### src/rtl/core/mqd_pkg.sv
package mqd_pkg;

  localparam int PIX_COUNT = 4;
  localparam int CHAN_COUNT = 4;
  localparam int PIX_W = 32;
  localparam int SUM_W = 10;
  localparam int KEY_W = 24;
  localparam int FIELD_W = 4;

  localparam logic [1:0] MODE_PLAIN = 2'd0;
  localparam logic [1:0] MODE_KEY = 2'd1;
  localparam logic [1:0] MODE_ARGB = 2'd2;

  localparam logic [2:0] CFG_MODE = 3'd0;
  localparam logic [2:0] CFG_KEY_COLOR = 3'd1;
  localparam logic [2:0] CFG_RED_WIDTH = 3'd2;
  localparam logic [2:0] CFG_GREEN_WIDTH = 3'd3;
  localparam logic [2:0] CFG_BLUE_WIDTH = 3'd4;
  localparam logic [2:0] CFG_ALPHA_WIDTH = 3'd5;

  // floor(x / 3) == (x * 683) >> 11 for x up to 765
  localparam logic [SUM_W-1:0] DIV3_MUL = 10'd683;
  localparam int DIV3_SHIFT = 11;
  localparam int PROD_W = 2 * SUM_W;

  typedef struct packed {
    logic s1;
    logic s2;
    logic s3;
  } mqd_stage_en_t;

  typedef struct packed {
    logic [PIX_W-1:0] pixel;
    logic keyed;
  } mqd_avg_t;

endpackage

### src/rtl/core/mqd_average.sv
module mqd_average (
  input  logic                                    clk,
  input  mqd_pkg::mqd_stage_en_t                  en,
  input  logic [mqd_pkg::PIX_COUNT*mqd_pkg::PIX_W-1:0] quad,
  input  logic [1:0]                              mode,
  input  logic [mqd_pkg::KEY_W-1:0]               key_color,
  output mqd_pkg::mqd_avg_t                       result
);
  import mqd_pkg::*;

  logic [PIX_COUNT-1:0] match;
  logic [SUM_W-1:0]     sum_next [CHAN_COUNT];
  logic [2:0]           kept_next;

  logic [SUM_W-1:0]     s1_sum [CHAN_COUNT];
  logic [2:0]           s1_kept;

  logic [SUM_W-1:0]     s2_sum [CHAN_COUNT];
  logic [PROD_W-1:0]    s2_prod [CHAN_COUNT];
  logic [2:0]           s2_kept;

  logic [PIX_W-1:0]     avg_next;
  logic                 keyed_next;

  // stage 1: key match, masked channel sums, kept count
  always_comb begin
    // key register holds red high, pixels hold red in byte 0
    for (int i = 0; i < PIX_COUNT; i++) begin
      match[i] = (mode == MODE_KEY) &&
                 (quad[PIX_W*i +: KEY_W] ==
                  {key_color[7:0], key_color[15:8], key_color[23:16]});
    end
    kept_next = 3'd4 - 3'($countones(match));
    for (int k = 0; k < CHAN_COUNT; k++) begin
      sum_next[k] = '0;
      for (int i = 0; i < PIX_COUNT; i++) begin
        if (!match[i]) begin
          sum_next[k] = sum_next[k] + SUM_W'(quad[PIX_W*i + 8*k +: 8]);
        end
      end
    end
  end

  always_ff @(posedge clk) begin
    if (en.s1) begin
      s1_sum  <= sum_next;
      s1_kept <= kept_next;
    end
  end

  // stage 2: reciprocal multiply for a three-pixel average
  always_ff @(posedge clk) begin
    if (en.s2) begin
      for (int k = 0; k < CHAN_COUNT; k++) begin
        s2_prod[k] <= s1_sum[k] * DIV3_MUL;
      end
      s2_sum  <= s1_sum;
      s2_kept <= s1_kept;
    end
  end

  // stage 3: pick the average for the mode and kept count
  always_comb begin
    avg_next   = '0;
    keyed_next = 1'b0;
    if (mode == MODE_KEY) begin
      case (s2_kept)
        3'd2: begin
          for (int k = 0; k < 3; k++) avg_next[8*k +: 8] = s2_sum[k][8:1];
        end
        3'd3: begin
          for (int k = 0; k < 3; k++) avg_next[8*k +: 8] = s2_prod[k][DIV3_SHIFT +: 8];
        end
        3'd4: begin
          for (int k = 0; k < 3; k++) avg_next[8*k +: 8] = s2_sum[k][9:2];
        end
        default: begin
          // key colour wins the quad
          avg_next[KEY_W-1:0] = {key_color[7:0], key_color[15:8], key_color[23:16]};
          keyed_next = 1'b1;
        end
      endcase
    end else begin
      for (int k = 0; k < 3; k++) avg_next[8*k +: 8] = s2_sum[k][9:2];
      if (mode == MODE_ARGB) avg_next[31:24] = s2_sum[3][9:2];
    end
  end

  always_ff @(posedge clk) begin
    if (en.s3) begin
      result.pixel <= avg_next;
      result.keyed <= keyed_next;
    end
  end

endmodule

### src/rtl/core/mipmap_quad_downsampler.sv
// 2x2 box filter for mip generation: one pixel quad enters per clock and its averaged pixel,
// 16-bit packed form and keyed flag leave through four register stages (masked sums,
// reciprocal multiply for three-pixel averages, average select, packing into the output
// register). Throughput is one quad per cycle whenever the output is taken; a stall on
// the output side holds the pipeline while empty stages keep filling. Configuration
// registers are read live, so change them only while no quad is in flight.
module mipmap_quad_downsampler (
  input  logic                                    clk,
  input  logic                                    rst,
  input  logic                                    cfg_we,
  input  logic [2:0]                              cfg_index,
  input  logic [mqd_pkg::KEY_W-1:0]               cfg_data,
  input  logic                                    s_tvalid,
  output logic                                    s_tready,
  // top_left, top_right, bottom_left, bottom_right
  input  logic [mqd_pkg::PIX_COUNT*mqd_pkg::PIX_W-1:0] s_tdata,
  output logic                                    m_tvalid,
  input  logic                                    m_tready,
  // average_pixel [31:0], packed_color [47:32]
  output logic [47:0]                             m_tdata,
  // was_keyed
  output logic                                    m_tuser
);
  import mqd_pkg::*;

  logic [1:0]         mode;
  logic [KEY_W-1:0]   key_color;
  logic [FIELD_W-1:0] red_width;
  logic [FIELD_W-1:0] green_width;
  logic [FIELD_W-1:0] blue_width;
  logic [FIELD_W-1:0] alpha_width;

  logic [3:1]         stage_valid;
  logic [4:1]         stage_rdy;
  mqd_stage_en_t      en;
  mqd_avg_t           avg;

  logic [FIELD_W-1:0] nr, ng, nb, na;
  logic [7:0]         ch_a, ch_r, ch_g, ch_b;
  logic [7:0]         top_a, top_r, top_g, top_b;
  logic [31:0]        packed_wide;

  always_ff @(posedge clk) begin
    if (rst) begin
      mode        <= MODE_PLAIN;
      key_color   <= '0;
      red_width   <= 4'd5;
      green_width <= 4'd6;
      blue_width  <= 4'd5;
      alpha_width <= 4'd0;
    end else if (cfg_we) begin
      unique case (cfg_index)
        CFG_MODE:        mode        <= cfg_data[1:0];
        CFG_KEY_COLOR:   key_color   <= cfg_data;
        CFG_RED_WIDTH:   red_width   <= cfg_data[FIELD_W-1:0];
        CFG_GREEN_WIDTH: green_width <= cfg_data[FIELD_W-1:0];
        CFG_BLUE_WIDTH:  blue_width  <= cfg_data[FIELD_W-1:0];
        CFG_ALPHA_WIDTH: alpha_width <= cfg_data[FIELD_W-1:0];
        default: ;
      endcase
    end
  end

  // a stage loads when empty or when its item moves on
  assign stage_rdy[4] = m_tready || !m_tvalid;
  assign stage_rdy[3] = !stage_valid[3] || stage_rdy[4];
  assign stage_rdy[2] = !stage_valid[2] || stage_rdy[3];
  assign stage_rdy[1] = !stage_valid[1] || stage_rdy[2];
  assign s_tready = stage_rdy[1];
  assign en = '{s1: stage_rdy[1], s2: stage_rdy[2], s3: stage_rdy[3]};

  always_ff @(posedge clk) begin
    if (rst) begin
      stage_valid <= '0;
      m_tvalid    <= 1'b0;
    end else begin
      if (stage_rdy[1]) stage_valid[1] <= s_tvalid;
      if (stage_rdy[2]) stage_valid[2] <= stage_valid[1];
      if (stage_rdy[3]) stage_valid[3] <= stage_valid[2];
      if (stage_rdy[4]) m_tvalid       <= stage_valid[3];
    end
  end

  mqd_average u_average (
    .clk       (clk),
    .en        (en),
    .quad      (s_tdata),
    .mode      (mode),
    .key_color (key_color),
    .result    (avg)
  );

  // stage 4: pack the averaged channels into 16 bits
  always_comb begin
    nr = (red_width   > 4'd8) ? 4'd8 : red_width;
    ng = (green_width > 4'd8) ? 4'd8 : green_width;
    nb = (blue_width  > 4'd8) ? 4'd8 : blue_width;
    na = (alpha_width > 4'd8) ? 4'd8 : alpha_width;
    if (mode == MODE_ARGB) begin
      ch_a = avg.pixel[7:0];
      ch_r = avg.pixel[15:8];
      ch_g = avg.pixel[23:16];
      ch_b = avg.pixel[31:24];
    end else begin
      ch_a = 8'd0;
      ch_r = avg.pixel[7:0];
      ch_g = avg.pixel[15:8];
      ch_b = avg.pixel[23:16];
    end
    top_r = ch_r >> (4'd8 - nr);
    top_g = ch_g >> (4'd8 - ng);
    top_b = ch_b >> (4'd8 - nb);
    // alpha reads all ones for a kept chroma-key quad
    if (mode == MODE_KEY) top_a = 8'hFF >> (4'd8 - na);
    else                  top_a = ch_a >> (4'd8 - na);
    packed_wide = {24'd0, top_b}
                | ({24'd0, top_g} << nb)
                | ({24'd0, top_r} << (5'(nb) + 5'(ng)))
                | ({24'd0, top_a} << (5'(nb) + 5'(ng) + 5'(nr)));
  end

  always_ff @(posedge clk) begin
    if (stage_rdy[4]) begin
      m_tdata[31:0]  <= avg.pixel;
      m_tdata[47:32] <= avg.keyed ? 16'd0 : packed_wide[15:0];
      m_tuser        <= avg.keyed;
    end
  end

  a_keyed_packs_zero : assert property (@(posedge clk) disable iff (rst)
    m_tvalid && m_tuser |-> m_tdata[47:32] == 16'd0)
    else $error("keyed item with nonzero packed color");

  a_keyed_only_chroma : assert property (@(posedge clk) disable iff (rst)
    m_tvalid && m_tuser |-> mode == MODE_KEY)
    else $error("keyed item outside chroma-key mode");

  a_byte3_argb_only : assert property (@(posedge clk) disable iff (rst)
    m_tvalid && mode != MODE_ARGB |-> m_tdata[31:24] == 8'd0)
    else $error("nonzero top byte outside argb mode");

  a_accept_fills : assert property (@(posedge clk) disable iff (rst)
    s_tvalid && s_tready |=> stage_valid[1])
    else $error("accepted item missing from first stage");

endmodule

### config.mk
export PLATFORM = sky130hd
export DESIGN_NAME = mipmap_quad_downsampler
export DESIGN_NICKNAME = d
export VERILOG_FILES = /design/src/rtl/core/mqd_pkg.sv /design/src/rtl/core/mqd_average.sv /design/src/rtl/core/mipmap_quad_downsampler.sv
export SDC_FILE = /design/constraint.sdc
export NUM_CORES = 1
export LEC_CHECK = 0
export BUFFER_PORTS_ARGS = -buffer_cell sky130_fd_sc_hd__buf_2
export CORE_UTILIZATION = 50
export DETAILED_ROUTE_END_ITERATION = 8
export PLACE_DENSITY = 0.79
export SYNTH_ARGS = -nofsm -noshare
export SYNTH_HDL_FRONTEND = slang
export SYNTH_SLANG_ARGS = --single-unit
### constraint.sdc
create_clock -name clk -period 12.65 [get_ports clk]
set_clock_uncertainty 0.15 [all_clocks]
set_input_delay 2.53 -clock clk [delete_from_list [all_inputs] [get_ports clk]]
set_output_delay 2.53 -clock clk [all_outputs]
set_load 0.03 [all_outputs]
==> results of run 1 <==
[final cells by class]
class | instances | area, um2
Tap cell | 592 | 741
Sequential cell | 231 | 6480
Fill cell | 3891 | 19500
Clock buffer | 35 | 709
Antenna cell | 1 | 2.50
Timing Repair Buffer | 230 | 1200
Clock inverter | 9 | 105
Multi-Input combinational cell | 1872 | 14900
Inverter | 224 | 846
[Yosys cell counts, types with 16 or more instances]
cell type,count
a21o_1,42
a21oi_1,133
a31oi_1,21
and2_1,40
buf_2,23
clkbuf_1,70
dfxtp_1,46
edfxtp_1,185
fa_1,76
ha_1,286
inv_1,216
mux2_2,45
mux2i_1,47
mux4_2,16
nand2_1,221
nand2b_1,22
nand3_1,30
nand4_1,28
nor2_1,193
nor2b_1,29
nor3_1,47
nor4_1,17
o21a_1,19
o21ai_0,86
o21ai_1,28
o21bai_1,21
o221ai_1,27
xnor2_1,133
xor2_1,64
[through the flow]
| step | hold WS (ns) | setup slack [ns] |
|---|---|---|
| after global routing | 0.285 | 3.79 |
| final | 0.268 | 4.21 |
| after CTS | 0.269 | 4.29 |
| after global placement | 0.250 | 4.05 |
| after detailed placement | 0.255 | 3.75 |
| after floorplan | 0.250 | 5.17 |
[logic make-up (layout without fill, tap and decap cells)]
kind of cell / after synthesis / after routing / share of synthesized area
compound gates: 515 / 515 / 0.150
xor+xnor: 204 / 204 / 0.0809
fa+ha+maj: 362 / 362 / 0.224
buf+inv: 335 / 498 / 0.0606
flops: 231 / 231 / 0.285
mux: 112 / 112 / 0.0613
other cells: 0 / 1 / 0
simple gates: 679 / 679 / 0.139
[sequential cells by signal, summed over array words and instances (netlist names)]
signal	cells
m_tdata	48
u_average.s1_sum	38
mode	2
u_average.result	33
m_tuser	1
u_average.s2_prod	24
alpha_width	4
u_average.s2_sum	35
u_average.s2_kept	3
red_width	4
key_color	24
blue_width	4
stage_valid	3
u_average.s1_kept	3
m_tvalid	1
green_width	4
[metal layers]
metal  part of all wire  global-route usage  vias up  wire (um)
met2               0.47               0.502      834      32400
met3              0.067              0.0433      246       4630
met5                  0                   0        -          0
met1               0.40               0.361     9154      27500
met4              0.064               0.168        0       4430
li1                   -                   -     8952          -
[final timing paths]
check,start,endpoint,slack [ns],depth (start not counted)
max,s_tdata[15],u_average.s1_sum[29],4.21,26
min,u_average.s1_sum[5],u_average.s2_sum[5],0.27,0
max reg2reg,key_color[20],u_average.s1_sum[29],5.58,25
min reg2reg,u_average.s1_sum[5],u_average.s2_sum[5],0.27,0
==> metrics.yaml, run 1 <==
run_status:
  status: "completed"
drt:
  avgRoutedWirePerCell_um: 21.6
  drc: 0
  first_iter_violations: 1518
  drt_wl_total_um: 69000
  vias: 19200
  viasPerCell: 6.01
  ant_nets: 0
  firstDrtPassIters: 5
sta:
  tightest_slew_ns: 1.14
  setup_viol: 0
  fin_crit_ns: 8.44
  max_freq_mhz: 118
  finalHoldViolations: 0
  rsz0062_at_grt: "false"
  min_period_over_period: 0.667
  tns_ns: 0
  slew_viol_final: 0
  max_slew_margin: 0.236
die:
  io_pins: 211
  rows: 77
  die_y_um: 215
  core_um2: 44500
  initial_utilization: 0.511
  die_area_um2: 46300
  dieWidth_um: 215
clock_network:
  cts_sinks: 231
  root_buffer: "clkbuf_16"
  cts_hold_buf: 0
  h-tree-depth: 1
  clock_latency_ns: 0.54
  cts-resized-gates: 0
  cts_buffers: 24
  clkTransAtPathRegs_ns: 0.06
  cts_setup_buffers: 0
  cts_tree: "built"
  clockBufferDepth: 3
final_layout:
  final_layout_size_suffix_gt1_frac: 0.142
  final_common_cell: "ha_1"
  fin_util: 0.561
  final_cell_mix: "ha_1, nand2_1, inv_1, buf_2, nor2_1"
  nets: 3105
  area_growth_syn_to_layout_pct: 9.82
  fin_cells: 3194
  final_area_um2: 25000
critical_path:
  crit_buf_inv: 5
  required_ns: 12.77
  cp.arrival_ns: 8.56
  worstSetupStartpointType: "input port"
  crit_path_end_kind: "flip-flop"
  cp_top_family: "simple AND/OR/NAND/NOR gates"
  cp_slowest_stage_delay_ns: 0.79
  critPathMaxFanout: 38
  cpMaxStageDelayCell: "nand2_1"
  crit_top_cell: "inv_1"
  worstSetupPathType: "in2reg"
flow_run:
  drv_cap: 0
place:
  portBuffers: 210
  dpl_cell_area_um2: 24200
  dp.cells: 3149
  dp_hpwl_um: 56100
  gp_congestion: 1.02
grt:
  grt.overflow.total: 0
  grt_usage: 0.296
  antenna_found_initial: 1
  grt_pass1_vias: 19500
  grt_pass1_wl_um: 107000
  grt_max_degree: 63
yosys:
  ys_seq_area_frac: 0.285
  ys_types: 91
  synth_area_leaders: "edfxtp_1, ha_1, fa_1, xnor2_1, dfxtp_1"
  yosys_warnings: 0
  synth_top_area_frac: 0.244
  synth_area_leader_cell: "edfxtp_1"
  ys_ff_latch: 231
  synth.avg_cell_area_um2: 9.33
  synthFlopType: "edfxtp_1"
  synthCells: 2438
  synth-edff-count: 185
  async_flop_share: 0
  syn-cell-area_um2: 22700
  syn_nets: 2960
min_path:
  hp-class: "reg2reg"
Power of run 1 is left out: the tool's default activity adds up to more than one toggle a clock period on the data nets, which glitch-free logic cannot reach.
==> inputs of run 2 (changes only) <==
- PLACE_DENSITY: 0.79 -> 0.82
- clock period: 12.65 -> 7.5 ns (I/O delays scaled with it)
==> metrics.yaml, run 2 (same netlist as run 1, synthesis figures left out) <==
final_layout:
  final_layout_size_suffix_gt1_frac: 0.152  # +0.00999
  largestRegisters: "m_tdata: 48 flops, u_average.s1_sum: 38 flops, u_average.s2_sum: 35 flops"
  largest_reg_flops: 48  # unchanged
  nFillCells: 3840  # -1.3%
  area_growth_syn_to_layout_pct: 11.2
  top_register: "m_tdata"
  final_cell_mix: "ha_1, nand2_1, inv_1, buf_2, nor2_1"
  nets: 3136  # +1.0%
  final_area_um2: 25300  # +1.3%
  final_common_cell: "ha_1"
critical_path:
  cp-startpoint: "s_tdata[21]"
  worstSetupPathType: "in2reg"
  crit_path_end_kind: "flip-flop"
  r2r_start: "key_color[15]"
  reg2reg_depth: 27  # +8.0%
  reg2reg_to: "u_average.s1_sum[19]"
  crit_end: "u_average.s1_sum[19]"
  cpMaxStageDelayCell: "nor4_1"
  worstSetupStartpointType: "input port"
  cp.arrival_ns: 6.77  # -1.79 ns
  cp_slowest_stage_delay_ns: 0.48  # -0.31 ns
  reg2reg_slack_ns: 1.39  # -4.19 ns
  critPathMaxFanout: 18  # -53%
  required_ns: 7.64  # -5.13 ns
sta:
  tns_ns: 0  # unchanged
  min_period_over_period: 0.885
  rsz0062_at_grt: "false"
  fin_crit_ns: 6.64
  max_slew_margin: 0.341  # +0.105
  tightest_slew_ns: 0.989  # -0.154 ns
  slew_viol_final: 0  # unchanged
  max_freq_mhz: 151
  finalHoldViolations: 0  # unchanged
  fin_hold_ws_ns: 0.259  # -0.00980 ns
  setup_viol: 0  # unchanged
clock_network:
  cts_buffers: 26  # +8.3%
  clock_latency_ns: 0.56  # +0.02 ns
  clkTransAtPathRegs_ns: 0.06  # about the same
  clockBufferDepth: 3  # unchanged
  cts_setup_buffers: 0  # unchanged
  h-tree-depth: 1  # unchanged
  cts-resized-gates: 0  # unchanged
  cts_sinks: 231  # unchanged
  cts_tree: "built"
  root_buffer: "clkbuf_16"
  cts_hold_buf: 0  # unchanged
grt:
  grt_pass1_wl_um: 106000  # -0.92%
  grt_pass1_vias: 19200  # -1.9%
  met1_usage: 0.361  # +0.000577
  antenna_found_initial: 6  # +5
  grt_max_degree: 63  # unchanged
  gr-max-usage-layer: "met2"
  grt_usage: 0.294  # -0.00239
  met2_usage: 0.497  # -0.00495
  grt.overflow.total: 0  # unchanged
  grt_use_met3: 0.0388  # -0.00453
die:
  core_um2: 44500  # unchanged
  dieWidth_um: 215  # unchanged
  die_y_um: 215  # unchanged
  io_pins: 211  # unchanged
  rows: 77  # unchanged
  initial_utilization: 0.511  # unchanged
  die_area_um2: 46300  # unchanged
drt:
  first_iter_violations: 1483  # -2.3%
  vias: 19500  # +1.5%
  ant_nets: 0  # unchanged
  drc: 0  # unchanged
  viasPerCell: 6.02  # +0.30%
  firstDrtPassIters: 6  # +1
  avgRoutedWirePerCell_um: 21.4  # -0.86%
  drt_wl_total_um: 69200  # +0.29%
place:
  gp_congestion: 1.05  # +3.7%
  dp_hpwl_um: 55600  # -0.77%
  dpl_cell_area_um2: 24400  # +0.90%
  portBuffers: 210  # unchanged
flow_run:
  drv_cap: 0  # unchanged
min_path:
  hp-class: "reg2reg"
run_status:
  status: "completed"
[run 2: changes by cell type in the layout (fill, tap and decap cells not counted), sizes merged]
| cell | before | now |
|---|---|---|
| clkbuf | 35 | 32 |
| bufinv | 2 | 5 |
| diode | 1 | 5 |
| clkinv | 11 | 12 |
| inv | 219 | 222 |
| buf | 230 | 259 |
[run 2: area by class of cell]
| class | count | area [um2] | area share |
|---|---|---|---|
| diodes | 5 | 12.5 | 0.000495 |
| clock buffers | 32 | 673 | 0.0266 |
| repair buffers | 259 | 1420 | 0.0561 |
| well taps | 592 | 741 | 0.0293 |
| inverters | 224 | 846 | 0.0334 |
| multi-input cells | 1872 | 14900 | 0.589 |
| clock inverters | 16 | 229 | 0.00905 |
| flip-flops and latches | 231 | 6480 | 0.256 |
[run 2: metal layers]
metal  vias to the layer above  wire length, um
li1                       9027                -
met1                      9267            26800
met2                       904            32600
met3                       264             5350
met4                         4             4460
met5                         -               23
[run 2: worst max-delay path, delay by kind of cell]
kind / cells / cell delay, ns
adders and majority gates: 4 / 0.97
buffers and inverters: 3 / 0.43
and+or+nand+nor: 8 / 1.61
xor gates and xnor gates: 2 / 0.39
AOI/OAI and AO/OA: 9 / 1.58
muxes: 1 / 0.30
[run 2: per-stage QoR]
| step | util | cells | setup slack [ns] |
|---|---|---|---|
| after floorplan | - | 2438 | 1.05 |
| after detailed placement | 0.548 | 3178 | 0.440 |
| after global routing | 0.568 | 3229 | 0.256 |
| final | 0.568 | 3231 | 0.862 |
| after global placement | 0.548 | 3178 | 0.504 |
| after CTS | 0.568 | 3226 | 0.970 |
[run 2: how the worst min path moves through the flow]
stage                                    start              endpoint  slack, ns  depth (start not counted)
after floorplan           u_average.s1_kept[0]  u_average.s2_kept[0]       0.25                          0
after CTS                  u_average.s1_sum[3]   u_average.s2_sum[3]       0.26                          0
after detailed placement   u_average.s1_sum[3]   u_average.s2_sum[3]       0.25                          0
after global placement    u_average.s1_kept[0]  u_average.s2_kept[0]       0.25                          0
final                     u_average.s1_kept[2]  u_average.s2_kept[2]       0.26                          0
after global routing      u_average.s1_kept[2]  u_average.s2_kept[2]       0.26                          0
Power of run 2 is left out for the same reason.
